===== src/window_velocity_accel_estimator_defines.svh =====
// Assertion macros shared by the estimator RTL.
`ifndef WINDOW_VELOCITY_ACCEL_ESTIMATOR_DEFINES_SVH
`define WINDOW_VELOCITY_ACCEL_ESTIMATOR_DEFINES_SVH

// Same-cycle implication, disabled during reset.
`define WVAE_ASSERT_IMP(name, clk, rst, ante, cons) \
  name: assert property (@(posedge clk) disable iff (rst) (ante) |-> (cons)) \
    else $error("assertion failed");

// Next-cycle implication, disabled during reset.
`define WVAE_ASSERT_NEXT(name, clk, rst, ante, cons) \
  name: assert property (@(posedge clk) disable iff (rst) (ante) |=> (cons)) \
    else $error("assertion failed");

`endif


===== src/wvae_pkg.sv =====
// Package with types, widths and codes of the window velocity estimator.
`timescale 1ns / 1ps
package wvae_pkg;

  localparam int WINDOW_DEPTH_DEF = 5;
  localparam int JOINTS_DEF       = 6;

  localparam int JOINT_W = 4;
  localparam int VEL_W   = 32;
  localparam int ACC_W   = 48;
  localparam int VP_W    = 38;

  localparam int DIV_BITS  = 60;
  localparam int DIVISOR_W = 33;
  localparam int CNT_W     = $clog2(DIV_BITS + 1);
  localparam int MUL_A_W   = 19;
  localparam int MUL_K_W   = 20;
  localparam int MUL_P_W   = MUL_A_W + MUL_K_W;

  localparam logic [MUL_K_W-1:0] USEC_K = MUL_K_W'(1000000);

  localparam int OP_W = 1;
  localparam logic [OP_W-1:0] OP_MUL = 1'b0;
  localparam logic [OP_W-1:0] OP_DIV = 1'b1;

  typedef struct packed {
    logic               hand;
    logic               read_ok;
    logic [31:0]        time_us;
    logic signed [15:0] pos_a;
    logic signed [15:0] pos_b;
    logic signed [15:0] pos_c;
    logic signed [15:0] pos_d;
    logic signed [15:0] pos_e;
    logic signed [15:0] pos_f;
  } sample_t;

  typedef struct packed {
    logic [3:0]         joint;
    logic signed [15:0] position;
    logic signed [31:0] velocity;
    logic signed [47:0] acceleration;
    logic [31:0]        lost_count;
    logic               last;
  } result_t;

  typedef struct packed {
    logic            start;
    logic [OP_W-1:0] op;
  } unit_req_t;

  typedef struct packed {
    logic busy;
    logic done;
  } unit_stat_t;

endpackage


===== src/wvae_unit.sv =====
// Shared arithmetic unit: registered constant multiply and bit-serial divide.
`timescale 1ns / 1ps
`include "window_velocity_accel_estimator_defines.svh"
module wvae_unit
  import wvae_pkg::*;
(
  input  logic                 clk,
  input  logic                 rst,
  input  unit_req_t            req,
  input  logic [DIV_BITS-1:0]  opa,
  input  logic [DIVISOR_W-1:0] opb,
  output unit_stat_t           stat,
  output logic [DIV_BITS-1:0]  quotient
);

  logic                 busy;
  logic                 done;
  logic [OP_W-1:0]      op;
  logic [CNT_W-1:0]     cnt;
  logic [DIV_BITS-1:0]  acc;
  logic [DIVISOR_W-1:0] rem;
  logic [DIVISOR_W-1:0] divisor;
  logic [DIVISOR_W:0]   trial;
  logic                 fits;
  logic [MUL_P_W-1:0]   prod;

  assign trial = {rem, acc[DIV_BITS-1]};
  assign fits  = trial >= {1'b0, divisor};
  assign prod  = opa[MUL_A_W-1:0] * USEC_K;

  always_ff @(posedge clk) begin
    if (rst) begin
      busy <= 1'b0;
      done <= 1'b0;
    end else begin
      done <= 1'b0;
      if (req.start) begin
        op <= req.op;
        if (req.op == OP_MUL) begin
          acc  <= DIV_BITS'(prod);
          done <= 1'b1;
        end else begin
          acc     <= opa;
          rem     <= '0;
          divisor <= opb;
          cnt     <= CNT_W'(DIV_BITS);
          busy    <= 1'b1;
        end
      end else if (busy) begin
        rem <= fits ? DIVISOR_W'(trial - {1'b0, divisor}) : trial[DIVISOR_W-1:0];
        acc <= {acc[DIV_BITS-2:0], fits};
        cnt <= cnt - CNT_W'(1);
        if (cnt == CNT_W'(1)) begin
          busy <= 1'b0;
          done <= 1'b1;
        end
      end
    end
  end

  assign stat.busy = busy;
  assign stat.done = done;
  assign quotient  = acc;

  `WVAE_ASSERT_IMP(a_start_idle, clk, rst, req.start, !busy)
  `WVAE_ASSERT_NEXT(a_mul_one, clk, rst, req.start && (req.op == OP_MUL), done)
  `WVAE_ASSERT_IMP(a_div_done_cnt, clk, rst, done && (op == OP_DIV), cnt == '0)

endmodule


===== config.mk =====
export PLATFORM = sky130hd
export DESIGN_NAME = wvae_unit
export DESIGN_NICKNAME = d
export VERILOG_FILES = /design/src/wvae_pkg.sv /design/src/wvae_unit.sv
export VERILOG_INCLUDE_DIRS = /design/src /design/src/src
export SDC_FILE = /design/constraint.sdc
export NUM_CORES = 1
export LEC_CHECK = 0
export ABC_CLOCK_PERIOD_IN_PS = 6300
export BUFFER_PORTS_ARGS = -buffer_cell sky130_fd_sc_hd__buf_2
export CAP_MARGIN = 20
export CORE_MARGIN = 3
export CORE_UTILIZATION = 30
export CTS_BUF_LIST = sky130_fd_sc_hd__clkbuf_16
export DETAILED_ROUTE_END_ITERATION = 10
export MAX_ROUTING_LAYER = met4
export PLACE_DENSITY = 0.46
export SLEW_MARGIN = 40
export SYNTH_ARGS = -nofsm -noshare
export SYNTH_HDL_FRONTEND = slang
export SYNTH_SLANG_ARGS = --single-unit

===== constraint.sdc =====
create_clock -name clk -period 6.3 [get_ports clk]
set_input_delay 1.26 -clock clk [delete_from_list [all_inputs] [get_ports clk]]
set_output_delay 1.26 -clock clk [all_outputs]
set_load 0.1 [all_outputs]

**Word level (Yosys, flattened, before mapping)**

Index checks and enable logic that the tools add are counted.

- Register bits: 134
- Input bits: 97
- Output and inout bits: 62
- Logic and storage cells: 35

- Add/subtract/negate cells: 2
- Multipliers: 1
- $lt $le $gt $ge: 1
- Equality and inequality tests: 2
- Multiplexer cells: 18
- Bitwise gates (word level): 1
- Reduce and logical (&&, ||, !) cells: 4

Operators with widths:

| operator | number |
|---|---|
| $mux W60 | 3 |
| $mux W33 | 4 |
| $ge A34 B33 Y1 | 1 |
| $mul A19 B14 Y33 const B | 1 |
| $sub A33 B33 Y33 | 1 |
| $mux W6 | 3 |
| $mux W1 | 8 |
| $eq A6 B1 Y1 const B | 1 |
| $reduce_and A3 Y1 | 2 |
| $sub A6 B1 Y6 const B | 1 |
| $ne A2 B2 Y1 const B | 1 |
| $reduce_and A2 Y1 | 1 |
| $reduce_bool A2 Y1 | 1 |
| $not A1 Y1 | 1 |

**Logic depth before layout (Yosys ltp)**

- Word-level depth: 4
- Mapped depth: 21
- Gate-level depth less buffers: 20

**Least setup slack after synthesis**

OpenSTA, ideal clock, no wires.

- Kind: input port to flip-flop
- From: input opa[3]
- To: register acc[38], in the netlist quotient[38] (data pin)
- Library setup time: 266 ps
- Data arrival time: 6091 ps
- Required time: 6034 ps
- Path slack: -57 ps
- Stages: 20
- Path buffers: 1
- Cells stage by stage: inv_1 > fa_1 > inv_1 > fa_1 > fa_1 > fa_1 > ha_1 > inv_1 > fa_1 > inv_1 > ha_1 > clkbuf_1 > a21oi_1 > o221a_2 > nand4b_1 > a311oi_1 > o21ai_0 > o31ai_1 > xnor2_1 > o21ai_0

- Cells in the longest elaborated chain, start to end: 3

RTL lines:

| item | line | RTL |
|---|---|---|
| from (decl) | wvae_unit.sv:10 | `input logic [DIV_BITS-1:0] opa,` |
| $mul A19 B14 Y33 | wvae_unit.sv:29 | `assign prod = opa[MUL_A_W-1:0] * USEC_K;` |
| $mux W60 | wvae_unit.sv:39 | `if (req.op == OP_MUL) begin` |
| $mux W60 | wvae_unit.sv:37 | `if (req.start) begin` |
| to (signal assigned) | wvae_unit.sv:40 | `acc <= DIV_BITS'(prod);` |
| to (signal assigned) | wvae_unit.sv:43 | `acc <= opa;` |
| to (signal assigned) | wvae_unit.sv:51 | `acc <= {acc[DIV_BITS-2:0], fits};` |
| to (decl) | wvae_unit.sv:20 | `logic [DIV_BITS-1:0] acc;` |

Every way passes these cells.
A chain may end at the register's enable or synchronous reset.

**Worst setup path in the final report**

- From: input opa[3]
- To: register acc[36], in the netlist quotient[36] (data pin)

Same word-level chain as after synthesis.

==> reports/results.tsv <==
metric	value	unit
Layout Nets	1651	
Core Util, Final	37.3	%
Max FO, Critical Path	3	
Async SR Flop Fraction	0	%
routed vias/inst	4.87	
Clock Skew	18.8	ps
design area	14200	um^2
max-cap viol count	0	
Fmax	166	MHz
GR Overflow Total	0	
top post-synthesis cells by area	edfxtp_1 34%, ha_1 16%, fa_1 12%	
clock share of power	15.7	%
Min-Delay Path Class	reg2reg	
initial antenna violation count	1	
routed len/inst	17.8	um
Sw Share	45.0	%
fin. max-slew vios	0	
Final min period	6030	ps
post-synth top area share	33.9	%
area grow syn2layout	21.1	%
share of cells above drive strength 1	21.5	%
Final setup viols	0	
outcome	finished, final reports clean	
Die Y	204	um
Clk pin slew, worst setup/hold paths	80	ps
cell internal pwr	3.66	mW
row count	71	
yosys warns	0	
Worst EP arrival	6220	ps
worst skew pair latency	440	ps
area leader, netlist	edfxtp_1	
cts bufs inserted	17	
Flop pwr share	17.4	%
Post CTS Setup Buffer Count	0	
Sink Count	134	
setup tns final	0	ps
R2R setup slack	2500	ps
commonest cells in the netlist	149 x ha_1, 135 x inv_1, 132 x edfxtp_1	
DR vias	9047	
DP Wirelength	26100	um
synthesized instance count	1129	
Distinct cells, synth	61	
CP Class	in2reg	
top_reg_cell synth	edfxtp_1	
PD cells	469	nW/um^2
count leader, synth	ha_1	
CTS tree	yes	
Tcrit/Tclk final	95.7	%
Post-Synthesis Cell Area	11700	um^2
Least-Margin Pin Slew	802	ps
switching pwr	3.00	mW
DP Area	13600	um^2
sequential area share after synthesis	34.2	%
vias in the first global route	9325	
Clock Path Buffers	2	
syn_area_per_cell	10.4	um^2
Post-route DRC	0	
RSZ-0062 raised after global routing	no	
Peak VDD IR	0.000351	V
Data required, critical path	6490	ps
Worst setup EP type	flip-flop	
final wirelength	33100	um
Synth Register Bits	134	
io pins	159	
Port Buffers	158	
Slew headroom	46.4	%
crit start category	input pin	
fill cell count	3899	
largest net degree at the start of global routing	61	
die area	41400	um^2
CTS Root Cell	clkbuf_16	
die width	204	um
gpl congestion	0.861	
Post-synth EDFFs	132	
ANT nets after route	0	
Final Hold Viols	0	
H-tree depth	4	
Mapped Nets	1446	
Initial DRC Count	399	
Leak Pwr	6.45	nW
Hold Slack	523	ps
Initial Utilization	30.8	%
Gate power share	66.9	%
total track usage	16.6	%
DRT Pass-1 Iters	7	
first-pass GRT wire length	51500	um
core area	38000	um^2
-- critical path: stages --
cell and delay [ps]:
buf_2 90, inv_1 90, fa_1 490, inv_1 50, fa_1 510, fa_1 580, fa_1 430, ha_1 290
inv_1 50, fa_1 500, inv_1 60, ha_4 240, a21oi_2 150, and2_4 170, o221a_2 200, nand4b_1 150
a311oi_2 320, o21ai_2 130, xnor2_1 140, nor2_1 50, a221o_1 250
-- final timing paths --
kind / start / endpoint / depth (start not counted)
worst min register to register: busy / busy / 2
worst max register to register: quotient[59] / rem[28] / 13
worst max-delay path: opa[3] / quotient[36] / 21
worst min-delay path: busy / busy / 2
-- sequential cells by signal, indices dropped and copies added (netlist names) --
name / cells
busy: 1
done: 1
quotient: 60
rem: 33
cnt: 6
divisor: 33
-- placed cells by master (no fill, tap or decap), types with 39 or more instances in the layout --
| cell | n |
|---|---|
| a21oi_1 | 83 |
| buf_2 | 157 |
| buf_4 | 66 |
| edfxtp_1 | 132 |
| fa_1 | 71 |
| ha_1 | 147 |
| inv_1 | 137 |
| nand2_1 | 39 |
| nor2_1 | 106 |
| o21ai_0 | 43 |
-- what timing repair did --
item / 4_1_cts / 5_1_grt
setup endpoints to repair: 0 / 4
gates resized for setup: 0 / 7
hold buffers: 0 / 0
-- power by group through the flow --
stage | clock network (mW) | registers [mW] | logic [mW]
2_1_floorplan | 0 | 1.51 | 2.64
3_3_place_gp | 0 | 1.17 | 4.43
3_5_place_dp | 0 | 1.17 | 4.44
4_1_cts | 1.07 | 1.16 | 4.46
5_1_grt | 1.10 | 1.16 | 4.97
6_report | 1.05 | 1.16 | 4.45
-- per-stage QoR --
| stage | worst slack, ps | instances | total power [mW] |
|---|---|---|---|
| after floorplan | 2.01 | 1129 | 4.15 |
| after global placement | -334 | 1825 | 5.60 |
| after detailed placement | -394 | 1826 | 5.61 |
| after CTS | 95.7 | 1857 | 6.69 |
| after global routing | 2.37 | 1857 | 7.24 |
| final | 273 | 1858 | 6.65 |
-- per-layer routing --
layer,vias up,part of all wire (%),global-route usage [%]
met4,0,1.4,3.76
met1,4475,46,21.2
met3,25,2.7,2.57
met2,122,50,28.0
li1,4425,-,-
met5,-,0,-
-- area by class of cell --
cell class	count	area (um^2)	share of cell area, %
Antenna cell	1	2.50	0.0176
Timing Repair Buffer	225	1330	9.37
Multi-Input combinational cell	820	7110	50.1
Tap cell	511	639	4.51
Inverter	136	510	3.60
Sequential cell	134	4000	28.2
Clock buffer	17	425	3.00
Clock inverter	14	161	1.14
-- cells by family (layout without fill, tap and decap cells) --
kind of cell	count (synthesis)	count (layout)	share of synthesized area [%]
compound gates	259	259	14.5
simple gates	245	245	9.61
fa+ha+maj	220	220	28.1
buf+inv	175	392	5.96
flops	134	134	34.2
xor+xnor	57	57	4.26
mux	39	39	3.35
other cells	0	1	0
No activity file was read; power rests on OpenSTA's default activity.
