$ cat config.mk
export PLATFORM = sky130hd
export DESIGN_NAME = wvae_ram
export DESIGN_NICKNAME = d
export VERILOG_FILES = /design/src/window_velocity_accel_estimator_defines.svh /design/src/wvae_ram.sv
export SDC_FILE = /design/constraint.sdc
export NUM_CORES = 1
export LEC_CHECK = 0
export BUFFER_PORTS_ARGS = -buffer_cell sky130_fd_sc_hd__buf_2
export CAP_MARGIN = 10
export CORE_MARGIN = 2
export CORE_UTILIZATION = 52
export DETAILED_ROUTE_END_ITERATION = 8
export GPL_ROUTABILITY_DRIVEN = 0
export PLACE_DENSITY = 0.68
export SYNTH_ARGS = -nofsm -noshare
export SYNTH_HDL_FRONTEND = slang
export SYNTH_SLANG_ARGS = --single-unit
$ cat constraint.sdc
create_clock -name clk -period 3.24 [get_ports clk]
set_input_delay 0.324 -clock clk [delete_from_list [all_inputs] [get_ports clk]]
set_output_delay 0.324 -clock clk [all_outputs]
set_load 0.05 [all_outputs]
$ cat src/window_velocity_accel_estimator_defines.svh
// Assertion macros shared by the estimator RTL.
`ifndef WINDOW_VELOCITY_ACCEL_ESTIMATOR_DEFINES_SVH
`define WINDOW_VELOCITY_ACCEL_ESTIMATOR_DEFINES_SVH

// Same-cycle implication, disabled during reset.
`define WVAE_ASSERT_IMP(name, clk, rst, ante, cons) \
  name: assert property (@(posedge clk) disable iff (rst) (ante) |-> (cons)) \
    else $error("assertion failed");

// Next-cycle implication, disabled during reset.
`define WVAE_ASSERT_NEXT(name, clk, rst, ante, cons) \
  name: assert property (@(posedge clk) disable iff (rst) (ante) |=> (cons)) \
    else $error("assertion failed");

`endif

$ cat src/wvae_ram.sv
// Generic single-port-write RAM with registered read.
`timescale 1ns / 1ps
module wvae_ram #(
  parameter int WIDTH = 16,
  parameter int DEPTH = 60
) (
  input  logic                                    clk,
  input  logic                                    we,
  input  logic [((DEPTH > 1) ? $clog2(DEPTH) : 1)-1:0] waddr,
  input  logic [WIDTH-1:0]                        wdata,
  input  logic [((DEPTH > 1) ? $clog2(DEPTH) : 1)-1:0] raddr,
  output logic [WIDTH-1:0]                        rdata
);

  logic [WIDTH-1:0] mem [DEPTH];

  always_ff @(posedge clk) begin
    if (we) begin
      mem[waddr] <= wdata;
    end
    rdata <= mem[raddr];
  end

endmodule

=== Word level (Yosys, flattened, before mapping) ===
Memories as Yosys holds them, arrays and structs flattened. A register that Yosys moved wholly into a read port is not among the register bits.
Index checks and enable logic that the tools add are counted.

* Bits in registers: 0
* RAM bits: 960
* Bits of input ports: 30
* Output and inout port bits: 16
* Memories kept: 1

* Multiplexer cells: 2

{| class="wikitable"
|+ Memory list
! memory !! words !! bits a word !! rd ports !! clocked after memory_dff !! write ports !! line !! RTL
|-
| mem || 60 || 16 || 1 || 1 || 1 || wvae_ram.sv:15 || <nowiki>logic [WIDTH-1:0] mem [DEPTH];</nowiki>
|}

{| class="wikitable"
|+ Operators by type and width
! kind !! number
|-
| 2-to-1 mux 1 bit || 2
|}

=== Depth between registers and ports, before layout ===
Gate-level depths: netlist of the first run.

* Depth after elaboration: 2
* Gate-level depth with buffers: 9
* Mapped depth without buffers: 5

=== Worst setup path after synthesis of the first run ===
No wires, ideal clock.

* Kind: in2reg
* From: in waddr[4] in the netlist's numbering
* To: mem mem[32][0], enable pin
* Library setup time: 0.409 ns
* Data arrival time: 1.929 ns
* Setup slack: 0.902 ns
* Stages: 4
* Buffers on the path: 1
* Path through: clkbuf_1 nor2_1 nand4b_1 nor3_1

{| class="wikitable"
|+ RTL lines
! item !! line !! RTL
|-
| start, declared || wvae_ram.sv:9 || <nowiki>input logic [((DEPTH > 1) ? $clog2(DEPTH) : 1)-1:0] waddr,</nowiki>
|-
| end, declared || wvae_ram.sv:15 ||
|}

Straight into the memory's write port.

==> results of run 1 <==
## report_power, final
part | total, mW | internal [mW] | switching [mW]
registers | 14.0 | 14.0 | 0.0441
clock network | 11.1 | 6.52 | 4.55
logic | 1.40 | 0.482 | 0.919
total | 26.5 | 21.0 | 5.52
## area by class of cell
class | instances | area share
Antenna cell | 1 | 0.0000589
Clock buffer | 126 | 0.0621
Clock inverter | 50 | 0.0121
Inverter | 3 | 0.000265
Multi-Input combinational cell | 631 | 0.178
Sequential cell | 976 | 0.687
Tap cell | 950 | 0.0280
Timing Repair Buffer | 178 | 0.0331
## cells in the mapped netlist, types with 7 or more instances
library cell,n
sky130_fd_sc_hd__clkbuf_1,43
sky130_fd_sc_hd__buf_6,8
sky130_fd_sc_hd__nand3_1,27
sky130_fd_sc_hd__nor2b_1,7
sky130_fd_sc_hd__nor2_1,65
sky130_fd_sc_hd__o221ai_1,7
sky130_fd_sc_hd__dfxtp_1,16
sky130_fd_sc_hd__and3_1,9
sky130_fd_sc_hd__a21oi_1,14
sky130_fd_sc_hd__o2111ai_1,9
sky130_fd_sc_hd__buf_4,18
sky130_fd_sc_hd__o21ai_0,24
sky130_fd_sc_hd__edfxtp_1,960
sky130_fd_sc_hd__buf_2,18
sky130_fd_sc_hd__a22oi_1,39
sky130_fd_sc_hd__a221oi_1,54
sky130_fd_sc_hd__mux4_2,201
sky130_fd_sc_hd__nand2_1,30
sky130_fd_sc_hd__mux2i_1,104
sky130_fd_sc_hd__o211ai_1,13
sky130_fd_sc_hd__buf_1,12
## worst max-delay path, cell delays in order
cell and delay [ns]:
sky130_fd_sc_hd__buf_8 0.28, sky130_fd_sc_hd__buf_12 0.33, sky130_fd_sc_hd__mux2i_1 0.16, sky130_fd_sc_hd__a221oi_1 0.75, sky130_fd_sc_hd__a221oi_1 0.24, sky130_fd_sc_hd__o2111ai_1 0.48
sky130_fd_sc_hd__and3_1 0.24
## cells by family (layout without fill, tap and decap cells)
| logic type | count (synthesis) | after routing | synth area share |
|---|---|---|---|
| buf+inv | 102 | 357 | 0.0143 |
| compound gates | 164 | 164 | 0.0327 |
| simple gates | 162 | 162 | 0.0200 |
| other cells | 0 | 1 | 0 |
| mux | 305 | 305 | 0.150 |
| flops | 976 | 976 | 0.783 |
## through the flow
stage                      util  total power, mW  instance area [um2]  setup slack [ns]
after global placement    0.552             15.7                39300             0.348
after CTS                 0.597             26.6                42400             0.987
after detailed placement  0.552             15.7                39300             0.309
after floorplan               -             15.1                37200             0.902
after global routing      0.597             27.2                42500             0.859
final                     0.597             26.5                42500             0.905
## flip-flops by register name, summed over array words and instances (netlist names)
name,flops
mem,960
rdata,16
## routing by layer
layer | track usage | vias to the layer above | wire length, um
met3 | 0.0497 | 160 | 8510
met5 | 0 | - | 77
li1 | - | 7597 | -
met2 | 0.377 | 1008 | 42000
met1 | 0.350 | 9658 | 34500
met4 | 0.0672 | 12 | 2190
## how the worst max path moves through the flow
stage / from / endpoint / slack [ns] / cells past startpoint
2_1_floorplan: waddr[4] / mem[32][0] / 0.90 / 4
3_3_place_gp: raddr[0] / rdata[14] / 0.35 / 7
3_5_place_dp: raddr[0] / rdata[14] / 0.31 / 7
4_1_cts: raddr[0] / rdata[14] / 0.99 / 7
5_1_grt: raddr[0] / rdata[14] / 0.86 / 7
6_report: raddr[0] / rdata[14] / 0.91 / 7
==> flow_metrics.tcl, run 1 <==
set metrics [dict create \
    max_freq_ghz 0.428 \
    synthToLayoutAreaGrowth_pct 14.1 \
    cts_tree "yes" \
    r2r_slack_ns 1.03 \
    fin_crit_sh 0.721 \
    largest_net_degree_at_the_start_of_global_routing 61 \
    r2r-start "mem[5][14]" \
    syn-num-nets 1739 \
    clock-sinks 976 \
    netlist.top_cell.by_area "sky130_fd_sc_hd__edfxtp_1" \
    synth_edf_count 960 \
    timing.critical_path.fanout_max 42 \
    remaining_drc_errors 0 \
    leakage_power_summed_over_all_cells_nw 13.6 \
    drtAntennaViolNets 0 \
    synth.yosys.seq_area_share 0.783 \
    maximum_resistive_drop_on_vdd_mv 0.472 \
    io_buffer_count 45 \
    setup_repair_after_global_routing_missed_its_margin "false" \
    hold_buf_cts 0 \
    drt-initial-drc-count 2315 \
    global_route.overflow_total 0 \
    cts_made_buffers 95 \
    startpoint_type "input port" \
    multi_input_comb_area_um2 7550 \
    hold-worst-slack_ns 0.140 \
    worst-endpoint-required_ns 3.82 \
    antenna_found_initial 11 \
    postCtsResizedCells 0 \
    ys_async_sr_fraction 0 \
    worst_clock_skew_ns 0.0258 \
    drt-pass1-iter-count 6 \
    min_to "mem[46][6]" \
    worst_slew_pin_slew_ns 1.27 \
    hold_viol_final 0 \
    dieHeight_um 272 \
    postRouteWirelength_um 87300 \
    reg2regPathDepth 5 \
    floorplan.initialDensity 0.523 \
    post_synth_instance_area_um2 37200 \
    ctsRootBufferMaster "sky130_fd_sc_hd__clkbuf_16" \
    synth.top_cell.area_share 0.775 \
    crit_path_end_kind "register" \
    grt_first_pass_wirelength_um 128000 \
    worstReg2RegEnd "rdata[14]" \
    worst-endpoint-arrival_ns 2.91 \
    yosys_warnings 0 \
    timing.final.crit_period_ns 2.33 \
    totalNegativeSetupSlack_ns 0 \
    fp.dieArea_um2 73700 \
    h-tree-depth 3 \
    synth-seq-cells 976 \
    placed_cells_incl_taps 2737 \
    commonest_cells_after_routing_fill_and_taps_aside "sky130_fd_sc_hd__edfxtp_1 (960), sky130_fd_sc_hd__mux4_2 (201), sky130_fd_sc_hd__buf_4 (120), sky130_fd_sc_hd__mux2i_1 (104), sky130_fd_sc_hd__clkbuf_16 (98)" \
    max-slew-margin-rel 0.155 \
    cells_on_worst_hold_path 1 \
    timing.hold.worst.start "wdata[6]" \
    clk_transition_reported_paths_ns 0.06 \
    first_global_vias 18476 \
    worst-setup-path-type "in2reg" \
    cts.path.max_buffers 3 \
    floorplan.rows 98 \
    nets 1915 \
    cts_setup_buffers 0 \
    hpwlAfterDp_um 52500 \
    wire_per_inst_um 30.0 \
    synth.distinct_cells 31 \
    die_width_um 272 \
    status "completed" \
    via_per_inst 6.32 \
    max_cap_viol_count 0 \
    routed-via-count 18435 \
    final_layout_size_suffix_gt1_frac 0.269 \
    floorplan.core_area_um2 71100 \
    avgSynthCellArea_um2 21.8 \
    num-fill-cells 5003 \
    timing.final.setup_violations 0 \
    register_area_um2 29100 \
    layout.cells.most_common "sky130_fd_sc_hd__edfxtp_1" \
    power-per-cell-area_nw_per_um2 624 \
    groute.usage.overall 0.241 \
    stdcell_count 2915 \
    holdCritPathClass "in2reg" \
    synthFlopType "sky130_fd_sc_hd__edfxtp_1" \
    finalMaxSlewViolations 0 \
    clock_insertion_delay_worst_skew_ns 0.65 \
    yosys-top-cells-area "sky130_fd_sc_hd__edfxtp_1 (77%), sky130_fd_sc_hd__mux4_2 (12%), sky130_fd_sc_hd__mux2i_1 (2.8%), sky130_fd_sc_hd__a221oi_1 (1.3%), sky130_fd_sc_hd__dfxtp_1 (0.86%)" \
    ioPinCount 46 \
    postSynthCellCount 1709 \
]
(Power assumes the default switching activity.)
==> inputs of run 2 (changes only) <==
Clock period 3.24 ns to 2.15 ns, I/O delays scaled along.
==> run 2 against run 1 <==
  * Final area is 3.3% higher
  * First-iteration DRC count rose by 11%
  * Critical path depth shrank 1
  * Combinational power rose by 71%
  * Sequential cell count stayed put
  * Global-route usage increased by 0.49 points
  * Core utilization increased by 2.0 points
  * Clock skew is 0.0022 ns higher
  * Largest cell class unchanged
==> flow_metrics.tcl, run 2 (synthesis results as in run 1) <==
set metrics [dict create \
    clock-sinks 976 \
    holdCritPathClass "in2reg" \
    timing.final.crit_period_ns 2.10 \
    io_buffer_count 45 \
    wl_met3_um 7310 \
    fp.dieArea_um2 73700 \
    worst-endpoint-arrival_ns 2.64 \
    drt-initial-drc-count 2560 \
    clock_insertion_delay_worst_skew_ns 0.65 \
    register_area_um2 29100 \
    crit_path_end_kind "register" \
    largest_net_degree_at_the_start_of_global_routing 61 \
    startpoint_type "register" \
    fin_crit_sh 0.975 \
    layout_top_registers "mem x960, rdata x16" \
    finalMaxSlewViolations 0 \
    groute.usage.overall 0.246 \
    met1_length_um 35800 \
    num-fill-cells 4877 \
    first_global_vias 19128 \
    setup_slack_ns 0.0532 \
    floorplan.initialDensity 0.523 \
    cts.path.max_buffers 3 \
    max_freq_ghz 0.477 \
    power-per-cell-area_nw_per_um2 911 \
    layout.cells.most_common "sky130_fd_sc_hd__edfxtp_1" \
    floorplan.core_area_um2 71100 \
    max_cap_viol_count 0 \
    hold_viol_final 0 \
    grt_first_pass_wirelength_um 131000 \
    dr.max_layer_used "met5" \
    global_route.overflow_total 0 \
    ioPinCount 46 \
    total_power_mw 39.9 \
    clk_transition_reported_paths_ns 0.07 \
    timing.final.setup_violations 0 \
    status "completed" \
    largest_register "mem" \
    worst-setup-path-type "reg2reg" \
    hold-worst-slack_ns 0.0582 \
    cts_tree "yes" \
    placement.setup.worst_slack_ns -0.551 \
    final_util 0.617 \
    largest_register_ff_count 960 \
    worst_clock_skew_ns 0.0280 \
    nets 2048 \
    multi_input_comb_area_um2 7580 \
    worst_slew_pin_slew_ns 0.770 \
    dieHeight_um 272 \
    floorplan.rows 98 \
    max-slew-margin-rel 0.485 \
    hpwlAfterDp_um 56300 \
    remaining_drc_errors 0 \
    totalNegativeSetupSlack_ns 0 \
    worst-endpoint-required_ns 2.69 \
    maximum_resistive_drop_on_vdd_mv 0.692 \
    final_layout_size_suffix_gt1_frac 0.318 \
    commonest_cells_after_routing_fill_and_taps_aside "sky130_fd_sc_hd__edfxtp_1 (960), sky130_fd_sc_hd__buf_4 (217), sky130_fd_sc_hd__mux4_2 (201), sky130_fd_sc_hd__mux2i_1 (104), sky130_fd_sc_hd__clkbuf_16 (99)" \
    met2WireLength_um 43400 \
    cts_made_buffers 96 \
    h-tree-depth 3 \
    timing.critical_path.fanout_max 1 \
    routed-via-count 18973 \
    drtAntennaViolNets 0 \
    wire_per_inst_um 29.3 \
    antenna_found_initial 3 \
    synthToLayoutAreaGrowth_pct 17.8 \
    via_per_inst 6.23 \
    leakage_power_summed_over_all_cells_nw 14.4 \
    drt-pass1-iter-count 6 \
    die_width_um 272 \
    ctsRootBufferMaster "sky130_fd_sc_hd__clkbuf_16" \
    postRouteWirelength_um 89300 \
]
-- run 2: cell count changes in the layout (fill, tap and decap cells not counted), sizes merged --
cell	delta
clkinv	+8
diode	+4
buf	+132
inv	+3
clkbuf	-14
bufinv	-1
-- run 2: path summary, 6_finish.rpt --
path / start / to / slack (ns) / cells past startpoint
worst max-delay path: mem[26][11] / rdata[11] / 0.05 / 6
worst min-delay path: wdata[2] / mem[45][2] / 0.06 / 1
worst max register to register: mem[26][11] / rdata[11] / 0.05 / 6
worst min register to register: mem[55][3] / rdata[3] / 0.68 / 4
-- run 2: worst max-delay path: stages (launching register included) --
cell and delay, ns:
sky130_fd_sc_hd__edfxtp_1 0.37, sky130_fd_sc_hd__mux4_2 0.49, sky130_fd_sc_hd__a221oi_2 0.34, sky130_fd_sc_hd__buf_4 0.16, sky130_fd_sc_hd__o2111ai_1 0.26, sky130_fd_sc_hd__buf_4 0.26
sky130_fd_sc_hd__and3_1 0.14
-- run 2: area by class of cell --
cell class              instances  share of cell area
multi-input cells             631               0.173
inverters                       3            0.000257
repair buffers                310              0.0646
flip-flops and latches        976               0.665
well taps                     950              0.0271
clock inverters                60              0.0124
clock buffers                 112              0.0578
diodes                          5            0.000285
-- run 2: layer usage --
layer	vias to the layer above	global-route usage
met1	10054	0.352
met3	151	0.0437
met2	895	0.391
met4	2	0.0768
met5	-	0
li1	7871	-
-- run 2: power by group --
part	switching [mW]	internal (mW)	total [mW]
Clock	6.92	9.51	16.4
Sequential	0.0685	21.1	21.1
Combinational	1.44	0.949	2.39
Total	8.43	31.5	39.9
-- run 2: metrics by stage --
stage / cells / cell area, um2
3_5_place_dp: 2870 / 40700
4_1_cts: 3042 / 43800
3_3_place_gp: 2870 / 40700
2_1_floorplan: 1709 / 37200
6_report: 3047 / 43900
5_1_grt: 3043 / 43800
-- run 2: what timing repair did --
| item | 4_1_cts | 5_1_grt |
|---|---|---|
| endpoints found under the setup margin | 1 | 4 |
| buffers inserted | 0 | 0 |
| resized for setup | 1 | 4 |
| hold buffers | 0 | 0 |
==> inputs of run 3 (changes only) <==
Settings changed: CORE_MARGIN 2 to default, GPL_TIMING_DRIVEN from default to 0, REMOVE_ABC_BUFFERS from default to 1.
==> run 3 against run 2 <==
  * The flow now finishes with violations (negative setup slack)
  * Sequential cell count unchanged
  * Power decreased by 0.53%
  * Sequential power about the same
  * Worst hold slack improved by 0.017 ns
  * Core utilization shrank 0.62 points
  * Clock skew is 0.0090 ns lower
  * Combinational power decreased by 8.8%
  * Final area decreased by 2.0%
==> flow_metrics.tcl, run 3 (synthesis results as in run 1) <==
set metrics [dict create \
    setup_slack_ns -0.0519 \
    cts_tree "yes" \
    worstReg2RegEnd "rdata[6]" \
    drtAntennaViolNets 0 \
    netSwitchingPower_mw 8.31 \
    groute.usage.overall 0.238 \
    finalMaxSlewViolations 0 \
    ctsRootBufferMaster "sky130_fd_sc_hd__clkbuf_16" \
    maximum_resistive_drop_on_vdd_mv 0.724 \
    commonest_cells_after_routing_fill_and_taps_aside "sky130_fd_sc_hd__edfxtp_1 (960), sky130_fd_sc_hd__mux4_2 (201), sky130_fd_sc_hd__mux2i_1 (104), sky130_fd_sc_hd__clkbuf_16 (101), sky130_fd_sc_hd__nor2_2 (61)" \
    postRouteWirelength_um 85200 \
    drt-initial-drc-count 2183 \
    largest_register_ff_count 960 \
    grt_first_pass_wirelength_um 125000 \
    power_frac_comb 0.055 \
    layout_top_registers "mem x960, rdata x16" \
    crit_path_end_kind "register" \
    startpoint_type "input port" \
    cts.path.max_buffers 3 \
    pwr-share-clk 0.414 \
    drt-pass1-iter-count 6 \
    floorplan.initialDensity 0.529 \
    global_route.overflow_total 0 \
    intPower_mw 31.4 \
    holdCritPathClass "in2reg" \
    fp.dieArea_um2 72600 \
    max_cap_viol_count 0 \
    r2r_slack_ns -0.02 \
    max_freq_ghz 0.454 \
    worst_setup_path_startpoint "raddr[1]" \
    worstSetupEndpoint "rdata[7]" \
    worst_clock_skew_ns 0.0191 \
    ioPinCount 46 \
    antenna_found_initial 9 \
    largest_net_degree_at_the_start_of_global_routing 61 \
    first_global_vias 18359 \
    dieHeight_um 270 \
    die_width_um 270 \
    clock-sinks 976 \
    max-slew-margin-rel 0.172 \
    total_power_mw 39.7 \
    met2_usage 0.379 \
    remaining_drc_errors 0 \
    final_layout_size_suffix_gt1_frac 0.292 \
    worst-setup-path-type "in2reg" \
    cp_slowest_cell "sky130_fd_sc_hd__a221oi_1" \
    hpwlAfterDp_um 48900 \
    layout.cells.most_common "sky130_fd_sc_hd__edfxtp_1" \
    synthToLayoutAreaGrowth_pct 15.5 \
    setup_repair_after_global_routing_missed_its_margin "true" \
    switching_power_share_of_the_total 0.209 \
    sequentialPowerShare 0.531 \
    reg2regPathDepth 5 \
    h-tree-depth 3 \
    timing.critical_path.fanout_max 45 \
    floorplan.rows 97 \
    timing.final.crit_period_ns 2.20 \
    grt.busiest_layer "met2" \
    r2r-start "mem[22][6]" \
    fraction_of_met1_tracks_used_by_global_routing 0.336 \
    largest_register "mem" \
    power-per-cell-area_nw_per_um2 925 \
    critical-path-max-stage-delay_ns 0.55 \
    floorplan.core_area_um2 70400 \
    fin_crit_sh 1.02 \
    worst-endpoint-required_ns 2.72 \
    nets 1870 \
    wire_per_inst_um 29.8 \
    failed_checks "negative setup slack" \
    hold_viol_final 0 \
    routed-via-count 18128 \
    clk_transition_reported_paths_ns 0.06 \
    worst_slew_pin_slew_ns 1.24 \
    io_buffer_count 45 \
    grtUsageMet3 0.0430 \
    cts_made_buffers 95 \
    placement.setup.worst_slack_ns -1.67 \
    timing.final.setup_violations 4 \
    clock_insertion_delay_worst_skew_ns 0.64 \
    crit_chain "buf_16, buf_16, and2_2, buf_12, a221oi_1, a221oi_1, o2111ai_1, and3_1" \
    worst-endpoint-arrival_ns 2.77 \
    via_per_inst 6.33 \
    leakage_power_summed_over_all_cells_nw 13.6 \
    totalNegativeSetupSlack_ns -0.128 \
    status "finished, violations left" \
]
run 3: cell types whose count changed in the layout (fill, tap and decap cells not counted), sizes merged:
| cell | before | now |
|---|---|---|
| dlygate4sd3 | 0 | 2 |
| clkinvlp | 4 | 7 |
| bufbuf | 0 | 7 |
| diode | 5 | 1 |
| inv | 8 | 3 |
| buf | 309 | 120 |
| clkbuf | 113 | 130 |
| clkinv | 42 | 36 |
run 3: repair_timing:
item,CTS,global route
setup buffers,4,5
resized for setup,26,15
hold buffers,2,0
endpoints found under the setup margin,16,14
pin swaps,1,0
gates cloned,10,2
hold endpoints to repair,1,0
run 3: worst min-delay path by stage:
stage               startpoint           to  slack [ns]  depth (start not counted)
floorplan             wdata[0]    mem[0][0]        0.31                          0
global placement    mem[54][8]     rdata[8]        0.68                          4
detailed placement    waddr[1]  mem[32][11]        0.67                          2
CTS                   waddr[1]   mem[36][1]        0.04                          2
global route          waddr[1]   mem[36][3]        0.08                          2
finish                waddr[1]   mem[36][1]        0.08                          2
run 3: critical path, delay by kind of cell:
family,cells,cell delay (ns)
AOI/OAI and AO/OA,3,1.27
and+or+nand+nor,2,0.55
buffers and inverters,3,0.60
run 3: cell type report:
cell class / count / area [um2]
antenna: 1 / 2.50
clock buffer: 128 / 2610
clock inverter: 50 / 484
fill: 4869 / 27400
inverter: 3 / 18.8
multi-input combinational: 631 / 7870
sequential: 976 / 29100
tap: 940 / 1180
timing repair buffer: 131 / 1650
timing repair inverter: 2 / 15.0
run 3: metrics by stage:
stage	instance area, um2	util	hold slack [ns]	std cells
6_report	43000	0.610	0.0751	2862
5_1_grt	43000	0.610	0.0819	2862
3_5_place_dp	39300	0.558	0.670	2660
2_1_floorplan	36700	-	0.314	1610
3_3_place_gp	38100	0.541	0.683	2595
4_1_cts	42800	0.608	0.0417	2854
run 3: routing by layer:
layer	wire length (um)	vias to the layer above
met4	2830	8
met2	41300	886
met5	56	-
met1	33900	9535
met3	7160	167
li1	-	7532
run 3: power groups by stage:
stage	registers (mW)	clock network [mW]	logic [mW]
final	21.1	16.4	2.18
after global routing	21.1	17.3	2.30
after CTS	21.1	16.6	2.15
after floorplan	21.6	0	0.778
after detailed placement	21.5	0	2.03
after global placement	21.5	0	2.14
